--- src/jac_pkg.sv ---
// Package for the joystick axis conditioner: widths, codes, per-axis entry layout
// and the structs passed between the RAM, divider and top level. No dependencies.
`default_nettype none

package jac_pkg;

    localparam int AXES             = 6;
    localparam int FULL_SCALE       = 350;
    localparam int MAX_ZERO_SAMPLES = 65535;
    localparam int ADC_TOP          = 1023;

    localparam int FUNC_W      = 3;
    localparam int AXIS_W      = 3;
    localparam int SAMPLE_W    = 10;
    localparam int BOUND_W     = 11;
    localparam int COND_W      = 16;
    localparam int DEAD_BAND_W = 7;
    localparam int SUM_W       = 26;
    localparam int COUNT_W     = 16;
    localparam int ADDR_W      = (AXES > 1) ? $clog2(AXES) : 1;

    localparam int CFG_INDEX_W = 3;
    localparam int CFG_DATA_W  = 10;

    localparam int DEAD_BAND_RESET        = 3;
    localparam int CENTER_LOW_WARN_RESET  = 0;
    localparam int CENTER_HIGH_WARN_RESET = 1023;
    localparam int SPREAD_WARN_RESET      = 10;
    localparam int CENTER_RESET           = 512;
    localparam int BOUND_RESET            = 512;

    localparam int DIVIDEND_W         = SUM_W;
    localparam int DIVISOR_W          = COUNT_W;
    localparam int DIV_BITS_PER_CYCLE = 2;
    localparam int DIV_STEPS          = DIVIDEND_W / DIV_BITS_PER_CYCLE;
    localparam int DIV_CNT_W          = $clog2(DIV_STEPS + 1);

    typedef enum logic [FUNC_W-1:0] {
        FN_RUN          = 3'd0,
        FN_ZERO_SAMPLE  = 3'd1,
        FN_ZERO_FINISH  = 3'd2,
        FN_RANGE_START  = 3'd3,
        FN_RANGE_SAMPLE = 3'd4,
        FN_SET_BOUND    = 3'd5
    } func_t;

    typedef enum logic [CFG_INDEX_W-1:0] {
        CFG_DEAD_BAND        = 3'd0,
        CFG_INVERT_MASK      = 3'd1,
        CFG_CENTER_LOW_WARN  = 3'd2,
        CFG_CENTER_HIGH_WARN = 3'd3,
        CFG_SPREAD_WARN      = 3'd4
    } cfg_index_t;

    typedef struct packed {
        logic [SAMPLE_W-1:0]       center;
        logic signed [BOUND_W-1:0] low_bound;
        logic signed [BOUND_W-1:0] high_bound;
        logic [SUM_W-1:0]          zero_sum;
        logic [COUNT_W-1:0]        zero_count;
        logic [SAMPLE_W-1:0]       zero_low;
        logic [SAMPLE_W-1:0]       zero_high;
        logic [SAMPLE_W-1:0]       last_spread;
    } entry_t;

    localparam entry_t ENTRY_RESET = '{
        center:      SAMPLE_W'(CENTER_RESET),
        low_bound:   -BOUND_W'(BOUND_RESET),
        high_bound:  BOUND_W'(BOUND_RESET),
        zero_sum:    '0,
        zero_count:  '0,
        zero_low:    SAMPLE_W'(ADC_TOP),
        zero_high:   '0,
        last_spread: '0
    };

    typedef struct packed {
        logic              en;
        logic [ADDR_W-1:0] addr;
        entry_t            data;
    } ram_wr_t;

    typedef struct packed {
        logic                  start;
        logic [DIVIDEND_W-1:0] dividend;
        logic [DIVISOR_W-1:0]  divisor;
    } div_req_t;

    typedef struct packed {
        logic                  busy;
        logic                  done;
        logic [DIVIDEND_W-1:0] quotient;
    } div_rsp_t;

endpackage

`default_nettype wire

--- src/jac_if.sv ---
// Channel interfaces of the joystick axis conditioner: input item and result item.
// Depends on jac_pkg for field widths.
`default_nettype none

interface jac_in_if;
    logic                               valid;
    logic                               ready;
    logic [jac_pkg::FUNC_W-1:0]         func;
    logic [jac_pkg::AXIS_W-1:0]         axis;
    logic [jac_pkg::SAMPLE_W-1:0]       sample;
    logic signed [jac_pkg::BOUND_W-1:0] bound_value;
    logic                               bound_is_max;

    modport source (output valid, func, axis, sample, bound_value, bound_is_max,
                    input ready);
    modport sink   (input valid, func, axis, sample, bound_value, bound_is_max,
                    output ready);
endinterface

interface jac_out_if;
    logic                              valid;
    logic                              ready;
    logic signed [jac_pkg::COND_W-1:0] conditioned;
    logic [jac_pkg::SAMPLE_W-1:0]      center;
    logic [jac_pkg::SAMPLE_W-1:0]      spread;
    logic                              warn;

    modport source (output valid, conditioned, center, spread, warn, input ready);
    modport sink   (input valid, conditioned, center, spread, warn, output ready);
endinterface

`default_nettype wire

--- src/jac_axis_ram.sv ---
// Per-axis state memory: one entry per axis, registered read.
// Entries never written read as their reset value. Depends on jac_pkg.
`default_nettype none

module jac_axis_ram (
    input  logic                       clk,
    input  logic                       rst_n,
    input  logic                       rd_en,
    input  logic [jac_pkg::ADDR_W-1:0] rd_addr,
    output jac_pkg::entry_t            rd_data,
    input  jac_pkg::ram_wr_t           wr
);
    import jac_pkg::*;

    entry_t          mem [AXES];
    logic [AXES-1:0] valid_reg;
    entry_t          rd_data_reg;

    always_ff @(posedge clk)
    begin
        if (wr.en)
        begin
            mem[wr.addr] <= wr.data;
        end
        if (rd_en)
        begin
            rd_data_reg <= valid_reg[rd_addr] ? mem[rd_addr] : ENTRY_RESET;
        end
    end

    always_ff @(posedge clk or negedge rst_n)
    begin
        if (!rst_n)
        begin
            valid_reg <= '0;
        end
        else if (wr.en)
        begin
            valid_reg[wr.addr] <= 1'b1;
        end
    end

    assign rd_data = rd_data_reg;

endmodule

`default_nettype wire

--- src/jac_divider.sv ---
// Shared unsigned restoring divider, two quotient bits per cycle.
// Serves the zeroing mean and the run mapping. Depends on jac_pkg.
`default_nettype none

module jac_divider (
    input  logic              clk,
    input  logic              rst_n,
    input  jac_pkg::div_req_t req,
    output jac_pkg::div_rsp_t rsp
);
    import jac_pkg::*;

    logic                  busy_reg;
    logic                  done_reg;
    logic [DIV_CNT_W-1:0]  cnt_reg;
    logic [DIVISOR_W-1:0]  rem_reg;
    logic [DIVIDEND_W-1:0] quo_reg;
    logic [DIVISOR_W-1:0]  divisor_reg;
    logic [DIVISOR_W-1:0]  rem_next;
    logic [DIVIDEND_W-1:0] quo_next;
    logic [DIVISOR_W:0]    trial;

    always_comb
    begin
        rem_next = rem_reg;
        quo_next = quo_reg;
        trial    = '0;
        for (int i = 0; i < DIV_BITS_PER_CYCLE; i++)
        begin
            trial    = {rem_next, quo_next[DIVIDEND_W-1]};
            quo_next = {quo_next[DIVIDEND_W-2:0], 1'b0};
            if (trial >= {1'b0, divisor_reg})
            begin
                rem_next    = DIVISOR_W'(trial - {1'b0, divisor_reg});
                quo_next[0] = 1'b1;
            end
            else
            begin
                rem_next = trial[DIVISOR_W-1:0];
            end
        end
    end

    always_ff @(posedge clk or negedge rst_n)
    begin
        if (!rst_n)
        begin
            busy_reg <= 1'b0;
            done_reg <= 1'b0;
            cnt_reg  <= '0;
        end
        else
        begin
            done_reg <= 1'b0;
            if (req.start)
            begin
                busy_reg <= 1'b1;
                cnt_reg  <= DIV_CNT_W'(DIV_STEPS);
            end
            else if (busy_reg)
            begin
                cnt_reg <= cnt_reg - 1'b1;
                if (cnt_reg == DIV_CNT_W'(1))
                begin
                    busy_reg <= 1'b0;
                    done_reg <= 1'b1;
                end
            end
        end
    end

    always_ff @(posedge clk)
    begin
        if (req.start)
        begin
            rem_reg     <= '0;
            quo_reg     <= req.dividend;
            divisor_reg <= req.divisor;
        end
        else if (busy_reg)
        begin
            rem_reg <= rem_next;
            quo_reg <= quo_next;
        end
    end

    assign rsp.busy     = busy_reg;
    assign rsp.done     = done_reg;
    assign rsp.quotient = quo_reg;

endmodule

`default_nettype wire

--- src/joystick_axis_conditioner.sv ---
// Joystick axis conditioner top level: sequencer, configuration registers, output stage.
// Depends on jac_pkg, jac_if, jac_axis_ram and jac_divider.
//
// Usage:
//   item   : input transactions (function code, axis, sample, bound), valid/ready.
//   result : one result transaction per item, valid/ready, held in an output register.
//   cfg_*  : write port for the five registers; write only while the block is idle.
// One item is in work at a time. The axis entry is read from the state RAM, modified
// and written back. A zeroing finish with samples and a run item that needs mapping
// use the shared divider, which yields two quotient bits per cycle. A new item can be
// accepted in the cycle after the result moves into the output register.
// An item with an axis out of range returns all zeros and touches no state.
// Reset loads the register defaults and marks every axis entry as reset; no clearing
// pass is needed. A stalled receiver holds the result; one more item is then
// processed and waits until the output register frees.
`default_nettype none

module joystick_axis_conditioner (
    input  logic                            clk,
    input  logic                            rst_n,
    input  logic                            cfg_we,
    input  logic [jac_pkg::CFG_INDEX_W-1:0] cfg_index,
    input  logic [jac_pkg::CFG_DATA_W-1:0]  cfg_data,
    jac_in_if.sink                          item,
    jac_out_if.source                       result
);
    import jac_pkg::*;

    localparam int MAP_W = BOUND_W + 2;
    localparam int MAG_W = MAP_W - 1;
    localparam int V_W   = DIVIDEND_W + 2;
    localparam logic signed [V_W-1:0] V_MAX = V_W'(2 ** (COND_W - 1) - 1);
    localparam logic signed [V_W-1:0] V_MIN = -V_W'(2 ** (COND_W - 1));

    typedef enum logic [5:0] {
        ST_IDLE = 6'b000001,
        ST_EXEC = 6'b000010,
        ST_MUL  = 6'b000100,
        ST_DIV  = 6'b001000,
        ST_FIN  = 6'b010000,
        ST_OUT  = 6'b100000
    } state_t;

    state_t state_reg;
    state_t state_next;

    logic [DEAD_BAND_W-1:0] dead_band_reg;
    logic [AXES-1:0]        invert_mask_reg;
    logic [SAMPLE_W-1:0]    center_low_warn_reg;
    logic [SAMPLE_W-1:0]    center_high_warn_reg;
    logic [SAMPLE_W-1:0]    spread_warn_reg;

    logic [FUNC_W-1:0]         func_reg;
    logic [ADDR_W-1:0]         axis_reg;
    logic [SAMPLE_W-1:0]       raw_reg;
    logic signed [BOUND_W-1:0] bound_reg;
    logic                      is_max_reg;

    logic [MAG_W-1:0] diff_mag_reg;
    logic [MAG_W-1:0] span_mag_reg;
    logic             q_neg_reg;
    logic             neg_branch_reg;

    logic signed [COND_W-1:0] res_cond_reg;
    logic [SAMPLE_W-1:0]      res_center_reg;
    logic [SAMPLE_W-1:0]      res_spread_reg;
    logic                     res_warn_reg;

    logic                     out_valid_reg;
    logic signed [COND_W-1:0] out_cond_reg;
    logic [SAMPLE_W-1:0]      out_center_reg;
    logic [SAMPLE_W-1:0]      out_spread_reg;
    logic                     out_warn_reg;

    logic     accept;
    logic     axis_ok;
    logic     out_load;
    logic     ram_rd_en;
    entry_t   ent;
    ram_wr_t  ram_wr;
    div_req_t div_req;
    div_rsp_t div_rsp;

    logic signed [SAMPLE_W+1:0] c_old_w;
    logic signed [BOUND_W-1:0]  c_old;
    logic signed [MAP_W-1:0]    c_m;
    logic signed [MAP_W-1:0]    d_m;
    logic signed [MAP_W-1:0]    mag_m;
    logic signed [MAP_W-1:0]    low_m;
    logic signed [MAP_W-1:0]    high_m;
    logic signed [MAP_W-1:0]    diff_m;
    logic signed [MAP_W-1:0]    span_m;
    logic signed [MAP_W-1:0]    diff_abs;
    logic signed [MAP_W-1:0]    span_abs;
    logic                       dead_zone;
    logic                       pos_branch;

    entry_t                   exec_entry;
    logic signed [COND_W-1:0] exec_cond;
    logic                     exec_warn;
    logic                     exec_write;
    logic                     exec_to_div;
    logic                     exec_to_mul;

    logic                       fin_is_finish;
    logic [SAMPLE_W-1:0]        fin_center;
    logic [SAMPLE_W-1:0]        fin_spread;
    logic signed [SAMPLE_W+1:0] fin_c_w;
    logic signed [BOUND_W-1:0]  fin_c;
    logic                       fin_warn;
    entry_t                     fin_entry;
    logic signed [V_W-1:0]      q_mag;
    logic signed [V_W-1:0]      q_signed;
    logic signed [V_W-1:0]      map_v;
    logic signed [COND_W-1:0]   run_cond;
    logic signed [COND_W-1:0]   fin_cond;

    function automatic logic warn_test(
        input logic [SAMPLE_W-1:0] spread_val,
        input logic [SAMPLE_W-1:0] center_val,
        input logic [SAMPLE_W-1:0] spread_lim,
        input logic [SAMPLE_W-1:0] center_lo,
        input logic [SAMPLE_W-1:0] center_hi
    );
        return (spread_val > spread_lim) || (center_val < center_lo) ||
               (center_val > center_hi);
    endfunction

    jac_axis_ram u_ram (
        .clk     (clk),
        .rst_n   (rst_n),
        .rd_en   (ram_rd_en),
        .rd_addr (item.axis[ADDR_W-1:0]),
        .rd_data (ent),
        .wr      (ram_wr)
    );

    jac_divider u_div (
        .clk   (clk),
        .rst_n (rst_n),
        .req   (div_req),
        .rsp   (div_rsp)
    );

    assign item.ready = (state_reg == ST_IDLE);
    assign accept     = item.valid && (state_reg == ST_IDLE);
    assign axis_ok    = ({1'b0, item.axis} < (AXIS_W + 1)'(AXES));
    assign ram_rd_en  = accept && axis_ok;
    assign out_load   = (state_reg == ST_OUT) && (!out_valid_reg || result.ready);

    // configuration registers
    always_ff @(posedge clk or negedge rst_n)
    begin
        if (!rst_n)
        begin
            dead_band_reg        <= DEAD_BAND_W'(DEAD_BAND_RESET);
            invert_mask_reg      <= '0;
            center_low_warn_reg  <= SAMPLE_W'(CENTER_LOW_WARN_RESET);
            center_high_warn_reg <= SAMPLE_W'(CENTER_HIGH_WARN_RESET);
            spread_warn_reg      <= SAMPLE_W'(SPREAD_WARN_RESET);
        end
        else if (cfg_we)
        begin
            unique case (cfg_index_t'(cfg_index))
                CFG_DEAD_BAND:        dead_band_reg        <= cfg_data[DEAD_BAND_W-1:0];
                CFG_INVERT_MASK:      invert_mask_reg      <= cfg_data[AXES-1:0];
                CFG_CENTER_LOW_WARN:  center_low_warn_reg  <= cfg_data[SAMPLE_W-1:0];
                CFG_CENTER_HIGH_WARN: center_high_warn_reg <= cfg_data[SAMPLE_W-1:0];
                CFG_SPREAD_WARN:      spread_warn_reg      <= cfg_data[SAMPLE_W-1:0];
                default: ;
            endcase
        end
    end

    // centered value and run mapping operands
    always_comb
    begin
        c_old_w    = $signed({2'b00, raw_reg}) - $signed({2'b00, ent.center});
        c_old      = c_old_w[BOUND_W-1:0];
        c_m        = MAP_W'(c_old);
        d_m        = $signed(MAP_W'(dead_band_reg));
        low_m      = MAP_W'(ent.low_bound);
        high_m     = MAP_W'(ent.high_bound);
        mag_m      = c_m[MAP_W-1] ? -c_m : c_m;
        dead_zone  = (mag_m < d_m);
        pos_branch = (c_m >= d_m);
        diff_m     = pos_branch ? (c_m - d_m) : (c_m - low_m);
        span_m     = pos_branch ? (high_m - d_m) : (-d_m - low_m);
        diff_abs   = diff_m[MAP_W-1] ? -diff_m : diff_m;
        span_abs   = span_m[MAP_W-1] ? -span_m : span_m;
    end

    // first pass over the entry
    always_comb
    begin
        exec_entry  = ent;
        exec_cond   = COND_W'(c_old);
        exec_warn   = 1'b0;
        exec_write  = 1'b0;
        exec_to_div = 1'b0;
        exec_to_mul = 1'b0;
        unique case (func_reg)
            FN_RUN:
            begin
                exec_cond   = '0;
                exec_to_mul = !dead_zone && (span_m != '0);
            end
            FN_ZERO_SAMPLE:
            begin
                exec_write = 1'b1;
                if (ent.zero_count < COUNT_W'(MAX_ZERO_SAMPLES))
                begin
                    exec_entry.zero_sum   = ent.zero_sum + SUM_W'(raw_reg);
                    exec_entry.zero_count = ent.zero_count + 1'b1;
                    if (raw_reg < ent.zero_low)
                    begin
                        exec_entry.zero_low = raw_reg;
                    end
                    if (raw_reg > ent.zero_high)
                    begin
                        exec_entry.zero_high = raw_reg;
                    end
                end
            end
            FN_ZERO_FINISH:
            begin
                if (ent.zero_count != '0)
                begin
                    exec_to_div = 1'b1;
                end
                else
                begin
                    exec_write             = 1'b1;
                    exec_entry.last_spread = '0;
                    exec_entry.zero_sum    = ENTRY_RESET.zero_sum;
                    exec_entry.zero_count  = ENTRY_RESET.zero_count;
                    exec_entry.zero_low    = ENTRY_RESET.zero_low;
                    exec_entry.zero_high   = ENTRY_RESET.zero_high;
                    exec_warn = warn_test('0, ent.center, spread_warn_reg,
                                          center_low_warn_reg, center_high_warn_reg);
                end
            end
            FN_RANGE_START:
            begin
                exec_write            = 1'b1;
                exec_entry.low_bound  = BOUND_W'(ADC_TOP);
                exec_entry.high_bound = '0;
            end
            FN_RANGE_SAMPLE:
            begin
                exec_write = 1'b1;
                if (c_old < ent.low_bound)
                begin
                    exec_entry.low_bound = c_old;
                end
                if (c_old > ent.high_bound)
                begin
                    exec_entry.high_bound = c_old;
                end
            end
            FN_SET_BOUND:
            begin
                exec_write = 1'b1;
                if (is_max_reg)
                begin
                    exec_entry.high_bound = bound_reg;
                end
                else
                begin
                    exec_entry.low_bound = bound_reg;
                end
            end
            default: ;
        endcase
    end

    // completion after a division
    always_comb
    begin
        fin_is_finish = (func_reg == FN_ZERO_FINISH);
        fin_center    = div_rsp.quotient[SAMPLE_W-1:0];
        fin_spread    = ent.zero_high - ent.zero_low;
        fin_c_w       = $signed({2'b00, raw_reg}) - $signed({2'b00, fin_center});
        fin_c         = fin_c_w[BOUND_W-1:0];
        fin_warn      = warn_test(fin_spread, fin_center, spread_warn_reg,
                                  center_low_warn_reg, center_high_warn_reg);
        fin_entry             = ent;
        fin_entry.center      = fin_center;
        fin_entry.last_spread = fin_spread;
        fin_entry.zero_sum    = ENTRY_RESET.zero_sum;
        fin_entry.zero_count  = ENTRY_RESET.zero_count;
        fin_entry.zero_low    = ENTRY_RESET.zero_low;
        fin_entry.zero_high   = ENTRY_RESET.zero_high;

        q_mag    = $signed(V_W'(div_rsp.quotient));
        q_signed = q_neg_reg ? -q_mag : q_mag;
        map_v    = q_signed - (neg_branch_reg ? V_W'(FULL_SCALE) : V_W'(0));
        if (map_v > V_MAX)
        begin
            run_cond = V_MAX[COND_W-1:0];
        end
        else if (map_v < V_MIN)
        begin
            run_cond = V_MIN[COND_W-1:0];
        end
        else
        begin
            run_cond = map_v[COND_W-1:0];
        end
        fin_cond = fin_is_finish ? COND_W'(fin_c) : run_cond;
    end

    always_comb
    begin
        ram_wr.en   = ((state_reg == ST_EXEC) && exec_write) ||
                      ((state_reg == ST_FIN) && fin_is_finish);
        ram_wr.addr = axis_reg;
        ram_wr.data = (state_reg == ST_FIN) ? fin_entry : exec_entry;

        div_req.start    = ((state_reg == ST_EXEC) && exec_to_div) || (state_reg == ST_MUL);
        div_req.dividend = (state_reg == ST_MUL) ?
                           DIVIDEND_W'(diff_mag_reg) * DIVIDEND_W'(FULL_SCALE) :
                           ent.zero_sum;
        div_req.divisor  = (state_reg == ST_MUL) ? DIVISOR_W'(span_mag_reg) :
                           ent.zero_count;
    end

    always_comb
    begin
        state_next = state_reg;
        unique case (state_reg)
            ST_IDLE:
            begin
                if (item.valid)
                begin
                    state_next = axis_ok ? ST_EXEC : ST_OUT;
                end
            end
            ST_EXEC:
            begin
                if (exec_to_mul)
                begin
                    state_next = ST_MUL;
                end
                else if (exec_to_div)
                begin
                    state_next = ST_DIV;
                end
                else
                begin
                    state_next = ST_OUT;
                end
            end
            ST_MUL:  state_next = ST_DIV;
            ST_DIV:
            begin
                if (div_rsp.done)
                begin
                    state_next = ST_FIN;
                end
            end
            ST_FIN:  state_next = ST_OUT;
            ST_OUT:
            begin
                if (out_load)
                begin
                    state_next = ST_IDLE;
                end
            end
            default: state_next = ST_IDLE;
        endcase
    end

    always_ff @(posedge clk or negedge rst_n)
    begin
        if (!rst_n)
        begin
            state_reg     <= ST_IDLE;
            out_valid_reg <= 1'b0;
        end
        else
        begin
            state_reg <= state_next;
            if (out_load)
            begin
                out_valid_reg <= 1'b1;
            end
            else if (result.ready)
            begin
                out_valid_reg <= 1'b0;
            end
        end
    end

    always_ff @(posedge clk)
    begin
        unique case (state_reg)
            ST_IDLE:
            begin
                if (item.valid)
                begin
                    func_reg       <= item.func;
                    axis_reg       <= item.axis[ADDR_W-1:0];
                    raw_reg        <= invert_mask_reg[item.axis[ADDR_W-1:0]] ?
                                      SAMPLE_W'(ADC_TOP) - item.sample : item.sample;
                    bound_reg      <= item.bound_value;
                    is_max_reg     <= item.bound_is_max;
                    res_cond_reg   <= '0;
                    res_center_reg <= '0;
                    res_spread_reg <= '0;
                    res_warn_reg   <= 1'b0;
                end
            end
            ST_EXEC:
            begin
                res_cond_reg   <= exec_cond;
                res_center_reg <= exec_entry.center;
                res_spread_reg <= exec_entry.last_spread;
                res_warn_reg   <= exec_warn;
                diff_mag_reg   <= diff_abs[MAG_W-1:0];
                span_mag_reg   <= span_abs[MAG_W-1:0];
                q_neg_reg      <= diff_m[MAP_W-1] ^ span_m[MAP_W-1];
                neg_branch_reg <= !pos_branch;
            end
            ST_FIN:
            begin
                res_cond_reg   <= fin_cond;
                res_center_reg <= fin_is_finish ? fin_center : ent.center;
                res_spread_reg <= fin_is_finish ? fin_spread : ent.last_spread;
                res_warn_reg   <= fin_is_finish && fin_warn;
            end
            ST_OUT:
            begin
                if (out_load)
                begin
                    out_cond_reg   <= res_cond_reg;
                    out_center_reg <= res_center_reg;
                    out_spread_reg <= res_spread_reg;
                    out_warn_reg   <= res_warn_reg;
                end
            end
            default: ;
        endcase
    end

    assign result.valid       = out_valid_reg;
    assign result.conditioned = out_cond_reg;
    assign result.center      = out_center_reg;
    assign result.spread      = out_spread_reg;
    assign result.warn        = out_warn_reg;

`ifndef SYNTHESIS
    a_div_done_in_wait: assert property (@(posedge clk) disable iff (!rst_n)
        div_rsp.done |-> (state_reg == ST_DIV))
        else $error("divider finished outside the wait state");

    a_no_start_while_busy: assert property (@(posedge clk) disable iff (!rst_n)
        div_req.start |-> !div_rsp.busy)
        else $error("divider restarted while busy");

    a_no_rw_overlap: assert property (@(posedge clk) disable iff (!rst_n)
        ram_rd_en |-> !ram_wr.en)
        else $error("state RAM read and write in the same cycle");

    a_load_returns_idle: assert property (@(posedge clk) disable iff (!rst_n)
        out_load |=> (state_reg == ST_IDLE) && out_valid_reg)
        else $error("result load did not present a transaction");
`endif

endmodule

`default_nettype wire
--- src/flat_wrapper.sv ---
// flat-port wrapper written by rule: the top's interface ports become plain ports
module joystick_axis_conditioner_flat import jac_pkg::*;
  (clk, rst_n, cfg_we, cfg_index, cfg_data, item_valid, item_func, item_axis, item_sample, item_bound_value, item_bound_is_max, item_ready, result_valid, result_conditioned, result_center, result_spread, result_warn, result_ready);
  jac_in_if item_i ();
  jac_out_if result_i ();
  input  logic clk;
  input  logic rst_n;
  input  logic cfg_we;
  input  logic [jac_pkg::CFG_INDEX_W-1:0] cfg_index;
  input  logic [jac_pkg::CFG_DATA_W-1:0] cfg_data;
  input wire logic [$bits(item_i.valid)-1:0] item_valid;
  input wire logic [$bits(item_i.func)-1:0] item_func;
  input wire logic [$bits(item_i.axis)-1:0] item_axis;
  input wire logic [$bits(item_i.sample)-1:0] item_sample;
  input wire logic [$bits(item_i.bound_value)-1:0] item_bound_value;
  input wire logic [$bits(item_i.bound_is_max)-1:0] item_bound_is_max;
  output wire logic [$bits(item_i.ready)-1:0] item_ready;
  output wire logic [$bits(result_i.valid)-1:0] result_valid;
  output wire logic [$bits(result_i.conditioned)-1:0] result_conditioned;
  output wire logic [$bits(result_i.center)-1:0] result_center;
  output wire logic [$bits(result_i.spread)-1:0] result_spread;
  output wire logic [$bits(result_i.warn)-1:0] result_warn;
  input wire logic [$bits(result_i.ready)-1:0] result_ready;
  assign item_i.valid = item_valid;
  assign item_i.func = item_func;
  assign item_i.axis = item_axis;
  assign item_i.sample = item_sample;
  assign item_i.bound_value = item_bound_value;
  assign item_i.bound_is_max = item_bound_is_max;
  assign item_ready = item_i.ready;
  assign result_valid = result_i.valid;
  assign result_conditioned = result_i.conditioned;
  assign result_center = result_i.center;
  assign result_spread = result_i.spread;
  assign result_warn = result_i.warn;
  assign result_i.ready = result_ready;
  joystick_axis_conditioner u_core (.clk(clk), .rst_n(rst_n), .cfg_we(cfg_we), .cfg_index(cfg_index), .cfg_data(cfg_data), .item(item_i), .result(result_i));
endmodule
--- config.mk ---
export PLATFORM = sky130hd
export DESIGN_NAME = joystick_axis_conditioner_flat
export DESIGN_NICKNAME = d
export VERILOG_FILES = /design/src/jac_pkg.sv /design/src/jac_if.sv /design/src/jac_axis_ram.sv /design/src/jac_divider.sv /design/src/joystick_axis_conditioner.sv /design/src/flat_wrapper.sv
export SDC_FILE = /design/constraint.sdc
export NUM_CORES = 2
export LEC_CHECK = 0
export ABC_AREA = 1
export BUFFER_PORTS_ARGS = -buffer_cell sky130_fd_sc_hd__buf_2
export CAP_MARGIN = 25
export CORE_MARGIN = 5
export CORE_UTILIZATION = 35
export CTS_CLUSTER_SIZE = 28
export DETAILED_ROUTE_END_ITERATION = 7
export GPL_ROUTABILITY_DRIVEN = 1
export GPL_TIMING_DRIVEN = 0
export PLACE_DENSITY = 0.54
export SYNTH_ARGS = -nofsm -noshare
export SYNTH_HDL_FRONTEND = slang
export SYNTH_HIERARCHICAL = 1
export SYNTH_SLANG_ARGS = --single-unit
export TNS_END_PERCENT = 5
--- constraint.sdc ---
create_clock -name clk -period 19.5 [get_ports clk]
set_input_delay 1.95 -clock clk [delete_from_list [all_inputs] [get_ports clk]]
set_output_delay 1.95 -clock clk [all_outputs]
set_load 0.01 [all_outputs]
### Word-level counts from Yosys, hierarchy flattened

Memory sizes are Yosys's and may differ from the RTL's. A register that Yosys moved wholly into a read port is not among the register bits.
Cells that the tools add are included.
W data, S select, Z words.

| word-level totals | value |
|---|---|
| output and inout port bits | 39 |
| bits in registers | 248 |
| bits in writable memories | 624 |
| input bits | 46 |
| memories | 1 |
| logic and storage cells | 205 |

| cells by class | value |
|---|---|
| order comparisons | 21 |
| $add $sub $neg | 19 |
| bitwise logic cells | 2 |
| multiply operators | 1 |
| eq/ne operators | 19 |
| reduce and logical (&&, ||, !) cells | 37 |
| mux-type cells | 73 |

Memories:

| name | words | width | rd ports | clocked after memory_dff | write ports | RTL line | RTL |
|---|---|---|---|---|---|---|---|
| u_core.u_ram.mem | 6 | 104 | 1 | 1 | 1 | jac_axis_ram.sv:15 | `entry_t mem [AXES];` |

Operator list:

| cell | count |
|---|---|
| $pmux W62 S2 | 1 |
| $mux W16 | 7 |
| $mux W104 | 1 |
| $mux W26 | 3 |
| $mux W72 | 1 |
| $mux W10 | 7 |
| $pmux W22 S3 | 1 |
| $mux W62 | 1 |
| $pmux W10 S3 | 2 |
| $pmux W16 S3 | 1 |
| $mux W11 | 4 |
| $gt A10 B10 Y1 | 4 |
| $mux W13 | 3 |
| $mux W12 | 3 |
| $mux W6 | 6 |
| $pmux W6 S6 | 1 |
| $ge A17 B16 Y1 | 2 |
| $sub A16 B16 Y16 | 2 |
| $lt A10 B10 Y1 | 3 |
| $gt A28 B16 Y1 const B | 1 |
| $lt A28 B16 Y1 const B | 1 |
| $mux W28 | 1 |
| $neg A26 Y28 | 1 |
| $sub A28 B28 Y28 | 1 |
| other kinds (54) | 114 |

### Depth between registers and ports, before layout

| depth | value |
|---|---|
| depth after elaboration | 9 |
| depth in mapped cells | 29 |
| gate-level depth less buffers | 28 |

### Cells and area by module

Netlist, hierarchy kept.

By module, submodules not included:

| module | times used | cells an instance | area an instance (sq um) | sequential area each (sq um) |
|---|---|---|---|---|
| jac_axis_ram | 1 | 2676 | 29887.4 | 22011.1 |
| joystick_axis_conditioner | 1 | 2927 | 20726.1 | 5113.7 |
| jac_divider | 1 | 680 | 4837.1 | 1731.7 |

### Worst setup path before layout

OpenSTA, ideal clock, no wires.

| timing | value |
|---|---|
| kind | register to register |
| from | register u_core.state_reg[5] |
| to | memory u_core/u_ram/mem[3][0] in the netlist's numbering, enable pin |
| setup time | 0.568 ns |
| data arrival time | 8.859 ns |
| period minus slack after synthesis | 9.427 ns |
| path buffers | 0 |
| path slack | 10.073 ns |
| required time | 18.932 ns |
| stages on the path, launching flop included | 10 |
| path through | dfrtp_1 -> nor2_1 -> inv_1 -> nor4_1 -> inv_1 -> a21oi_1 -> a21oi_1 -> o21ai_0 -> nand2_1 -> nor2_1 |

RTL lines:

| item | RTL line | RTL |
|---|---|---|
| start, declared | joystick_axis_conditioner.sv:44 | `state_t state_reg;` |
| start signal, assigned | joystick_axis_conditioner.sv:383 | `state_reg <= state_next;` |
| end, declared | jac_axis_ram.sv:15 |  |

==> results.md <==
- The maximum number of pins on one net before global-route repair is 63.
- Averaged over all synthesized cells, the footprint is roughly 8.8 um^2.
- In this run the core area contains about 150 standard-cell rows.
- The kind of cell with the highest combined delay along the critical path is buffers and inverters.
- The required time reported for the critical path endpoint is between 15 and 20 ns.
- The critical setup path kind is reg -> reg.
- The signal arrival time at the worst endpoint is roughly 7.2 ns.
- The number of remaining DRC errors is 0.
- The per-cell routed wire length is between 20 and 25 um.
- The total overflow left after global routing is 0.
- The number of gates resized after CTS was 0.
- The H-tree was split into 3 levels.
- Subtracting the final worst setup slack from the clock period gives between 6 and 7 ns.
- Clock-pin slew was measured on the worst setup and hold paths at roughly 0.06 ns.
- The static power due to leakage is about 0.028 uW.
- The final period utilization is 0.346.
- Counting every instance in the synthesized netlist gives approximately 6300.
- The die is around 410 um tall.
- Synthesis produced a netlist with a net count of 6645.
- The slowest cell on the critical path is sky130_fd_sc_hd__a32oi_1.
- The count of boundary I/O pins is between 80 and 90.
- For the pin with the worst max-slew slack, the measured transition is approximately 1.2 ns.
- CTS placed an instance of sky130_fd_sc_hd__clkbuf_16 at the clock tree root.
- Headroom to the max-slew limit came out at 0.192.
- In the routed layout, each cell is associated on average with a via count of 5.01.
- The count of buffering cells on the critical path with inverters included is 5.
- The number of synthesis warnings is 6.
- The clock passes through at most 3 buffers.
- Routability-driven placement finished with a final weighted congestion of ~0.91.
- In this run the cell area measured after placement is 59300 um^2.
- The total of hold buffers inserted after clock tree synthesis is 0.
- In the final design database the tool counted between 6000 and 7000 nets.
- Before antenna repair, the detailed router went through 5 iterations.
- The flow ran to the end, and the final reports show no timing, DRC or antenna violations.
- Power spread over the standard cell area amounts to 155 nW/um^2.
- The via count of the first global-routing pass is between 40000 and 50000.
- The worst-case clock skew is 0.0411 ns.
- Leaving out fill and tap cells, the most frequent cell in the layout is sky130_fd_sc_hd__nand2_1.
- The most repeated library cell on the critical path is sky130_fd_sc_hd__nand2_1.
- STA classifies the critical path endpoint as a flip-flop.
- Setup total negative slack on the finished layout was measured at 0 ns.
- The fraction of final layout cells sized beyond drive strength 1 is 0.0798.
- The initial antenna violation count was 11.
- The number of flip-flops in the largest register is about 620.
- Clock tree synthesis found a total of around 1000 sinks.
- The core area is around 160000 um^2.
- The max-slew violation count came to 0.
- The hold violation total from the final report is 0.
- The number of setup buffers added after CTS is 0.
- Buffers placed on the I/O ports in this run total 84.
- The clock latency at the later pin of the worst-skew pair is ~0.74 ns.
- The post-layout instance area is ~63000 um^2.
- The initial utilization of the core area, before any placement, comes to 0.351.
- The count of endpoints failing setup in the final report is 0.
- In this run the remaining antenna-violating nets after routing total 0.
- The number of buffers added by the clock tree synthesis step is 106.
- Based on the critical path, the design can be clocked at up to about 150 MHz.
- The top cell types in the final layout, fill and taps aside, are sky130_fd_sc_hd__nand2_1 (1779), sky130_fd_sc_hd__inv_1 (1001), sky130_fd_sc_hd__edfxtp_1 (898), sky130_fd_sc_hd__nor2_1 (429), sky130_fd_sc_hd__nand3_1 (416).
- The worst hold slack after final layout is slightly above 0.4 ns.
- The critical path startpoint category is a flip-flop.
- The top fanout value on the critical path is 10.
- The worst hold path class is reg -> reg.
- The half-perimeter wire length after placement is around 130000 um.
- Setup repair after global routing left no endpoint under its margin.
- After the first detailed-routing iteration, the DRC count stood at ~4200.
- The count of vias placed by the detailed router is approximately 44000.
- The critical path goes through inv_1 > ha_1 > inv_1 > fa_1 > nand3_1 > nand3_1 > a31o_2 > xor2_1 > inv_1 > ha_1 > inv_1 > nor4_1 > nand2_1 > o311ai_0 > nand2_1 > nand2_1 > or3_1 > nand2_1 > clkinv_1 > nand2_1 > nand3_1 > a32oi_1.
- In this design, the stage delay of the slowest critical-path cell is 0.82 ns.
- The total wirelength of the detailed-routed design is 179000 um.
- The mapped netlist covers about 55000 um^2.
- The largest vdd supply drop is between 0.3 and 0.4 mV.
- The total global-route track usage is 0.209.
- The number of maximum-capacitance violations is 0.
- The die is a little over 400 um wide.
- The first global-routing pass estimated ~260000 um of wire.
- The area growth from synthesis to layout is 13.5%.
- The floorplan die area is ~170000 um^2.
- The TritonCTS clock tree is built.
## final timing paths
check / from / end / slack, ns / cells after the start
setup / recovery: u_core/raw_reg[0] / u_core/u_ram/mem[5][92] / 12.75 / 22
hold / removal: u_core/res_cond_reg[3] / u_core/result.conditioned[3] / 0.41 / 0
setup reg to reg: u_core/raw_reg[0] / u_core/u_ram/mem[5][92] / 12.75 / 22
hold reg to reg: u_core/res_cond_reg[3] / u_core/result.conditioned[3] / 0.41 / 0
max in group asynchronous: rst_n / u_core/u_div/cnt_reg[1] / 17.54 / 1
min in group asynchronous: rst_n / u_core/invert_mask_reg[0] / 1.35 / 1
## metal layers
metal / vias up / GRT usage / wire, um
li1: 21000 / - / -
met1: 20700 / 0.297 / 80900
met2: 1529 / 0.322 / 77300
met3: 281 / 0.0392 / 14100
met4: 6 / 0.0694 / 6480
met5: - / 0 / 33
## where the power goes
| part | switching, uW | internal [uW] | total, uW |
|---|---|---|---|
| Sequential | 228 | 2720 | 2950 |
| Clock | 873 | 1160 | 2040 |
| Combinational | 3270 | 1480 | 4750 |
| Total | 4370 | 5370 | 9740 |
## metrics by stage
step	setup WS [ns]	instances	power, uW	util
2_1_floorplan	10.07	6282	5930	-
3_3_place_gp	1.07	8438	7610	0.370
4_1_cts	12.95	8683	9740	0.398
5_1_grt	12.70	8686	10400	0.398
3_5_place_dp	12.99	8485	7670	0.375
6_report	12.75	8687	9740	0.398
## worst reg2reg max path, stage by stage (launching register included)
cell and delay [ns]:
sky130_fd_sc_hd__edfxtp_1 0.64, sky130_fd_sc_hd__inv_1 0.49, sky130_fd_sc_hd__ha_1 0.28, sky130_fd_sc_hd__inv_1 0.09, sky130_fd_sc_hd__fa_1 0.41, sky130_fd_sc_hd__nand3_1 0.10
sky130_fd_sc_hd__nand3_1 0.14, sky130_fd_sc_hd__a31o_2 0.25, sky130_fd_sc_hd__xor2_1 0.52, sky130_fd_sc_hd__inv_1 0.49, sky130_fd_sc_hd__ha_1 0.45, sky130_fd_sc_hd__inv_1 0.13
sky130_fd_sc_hd__nor4_1 0.07, sky130_fd_sc_hd__nand2_1 0.06, sky130_fd_sc_hd__o311ai_0 0.22, sky130_fd_sc_hd__nand2_1 0.11, sky130_fd_sc_hd__nand2_1 0.08, sky130_fd_sc_hd__or3_1 0.31
sky130_fd_sc_hd__nand2_1 0.23, sky130_fd_sc_hd__clkinv_1 0.33, sky130_fd_sc_hd__nand2_1 0.13, sky130_fd_sc_hd__nand3_1 0.09, sky130_fd_sc_hd__a32oi_1 0.82
## final cells by class
| type | count | area, um^2 |
|---|---|---|
| fillers | 15700 | 95100 |
| flip-flops and latches | 976 | 28900 |
| multi-input cells | 4069 | 21800 |
| inverters | 1023 | 3840 |
| clock buffers | 129 | 2760 |
| well taps | 2072 | 2590 |
| repair buffers | 134 | 1260 |
| plain buffers | 214 | 1070 |
| clock inverters | 69 | 769 |
| diodes | 1 | 2.50 |
Note: power is estimated with default switching activity, not from simulation.
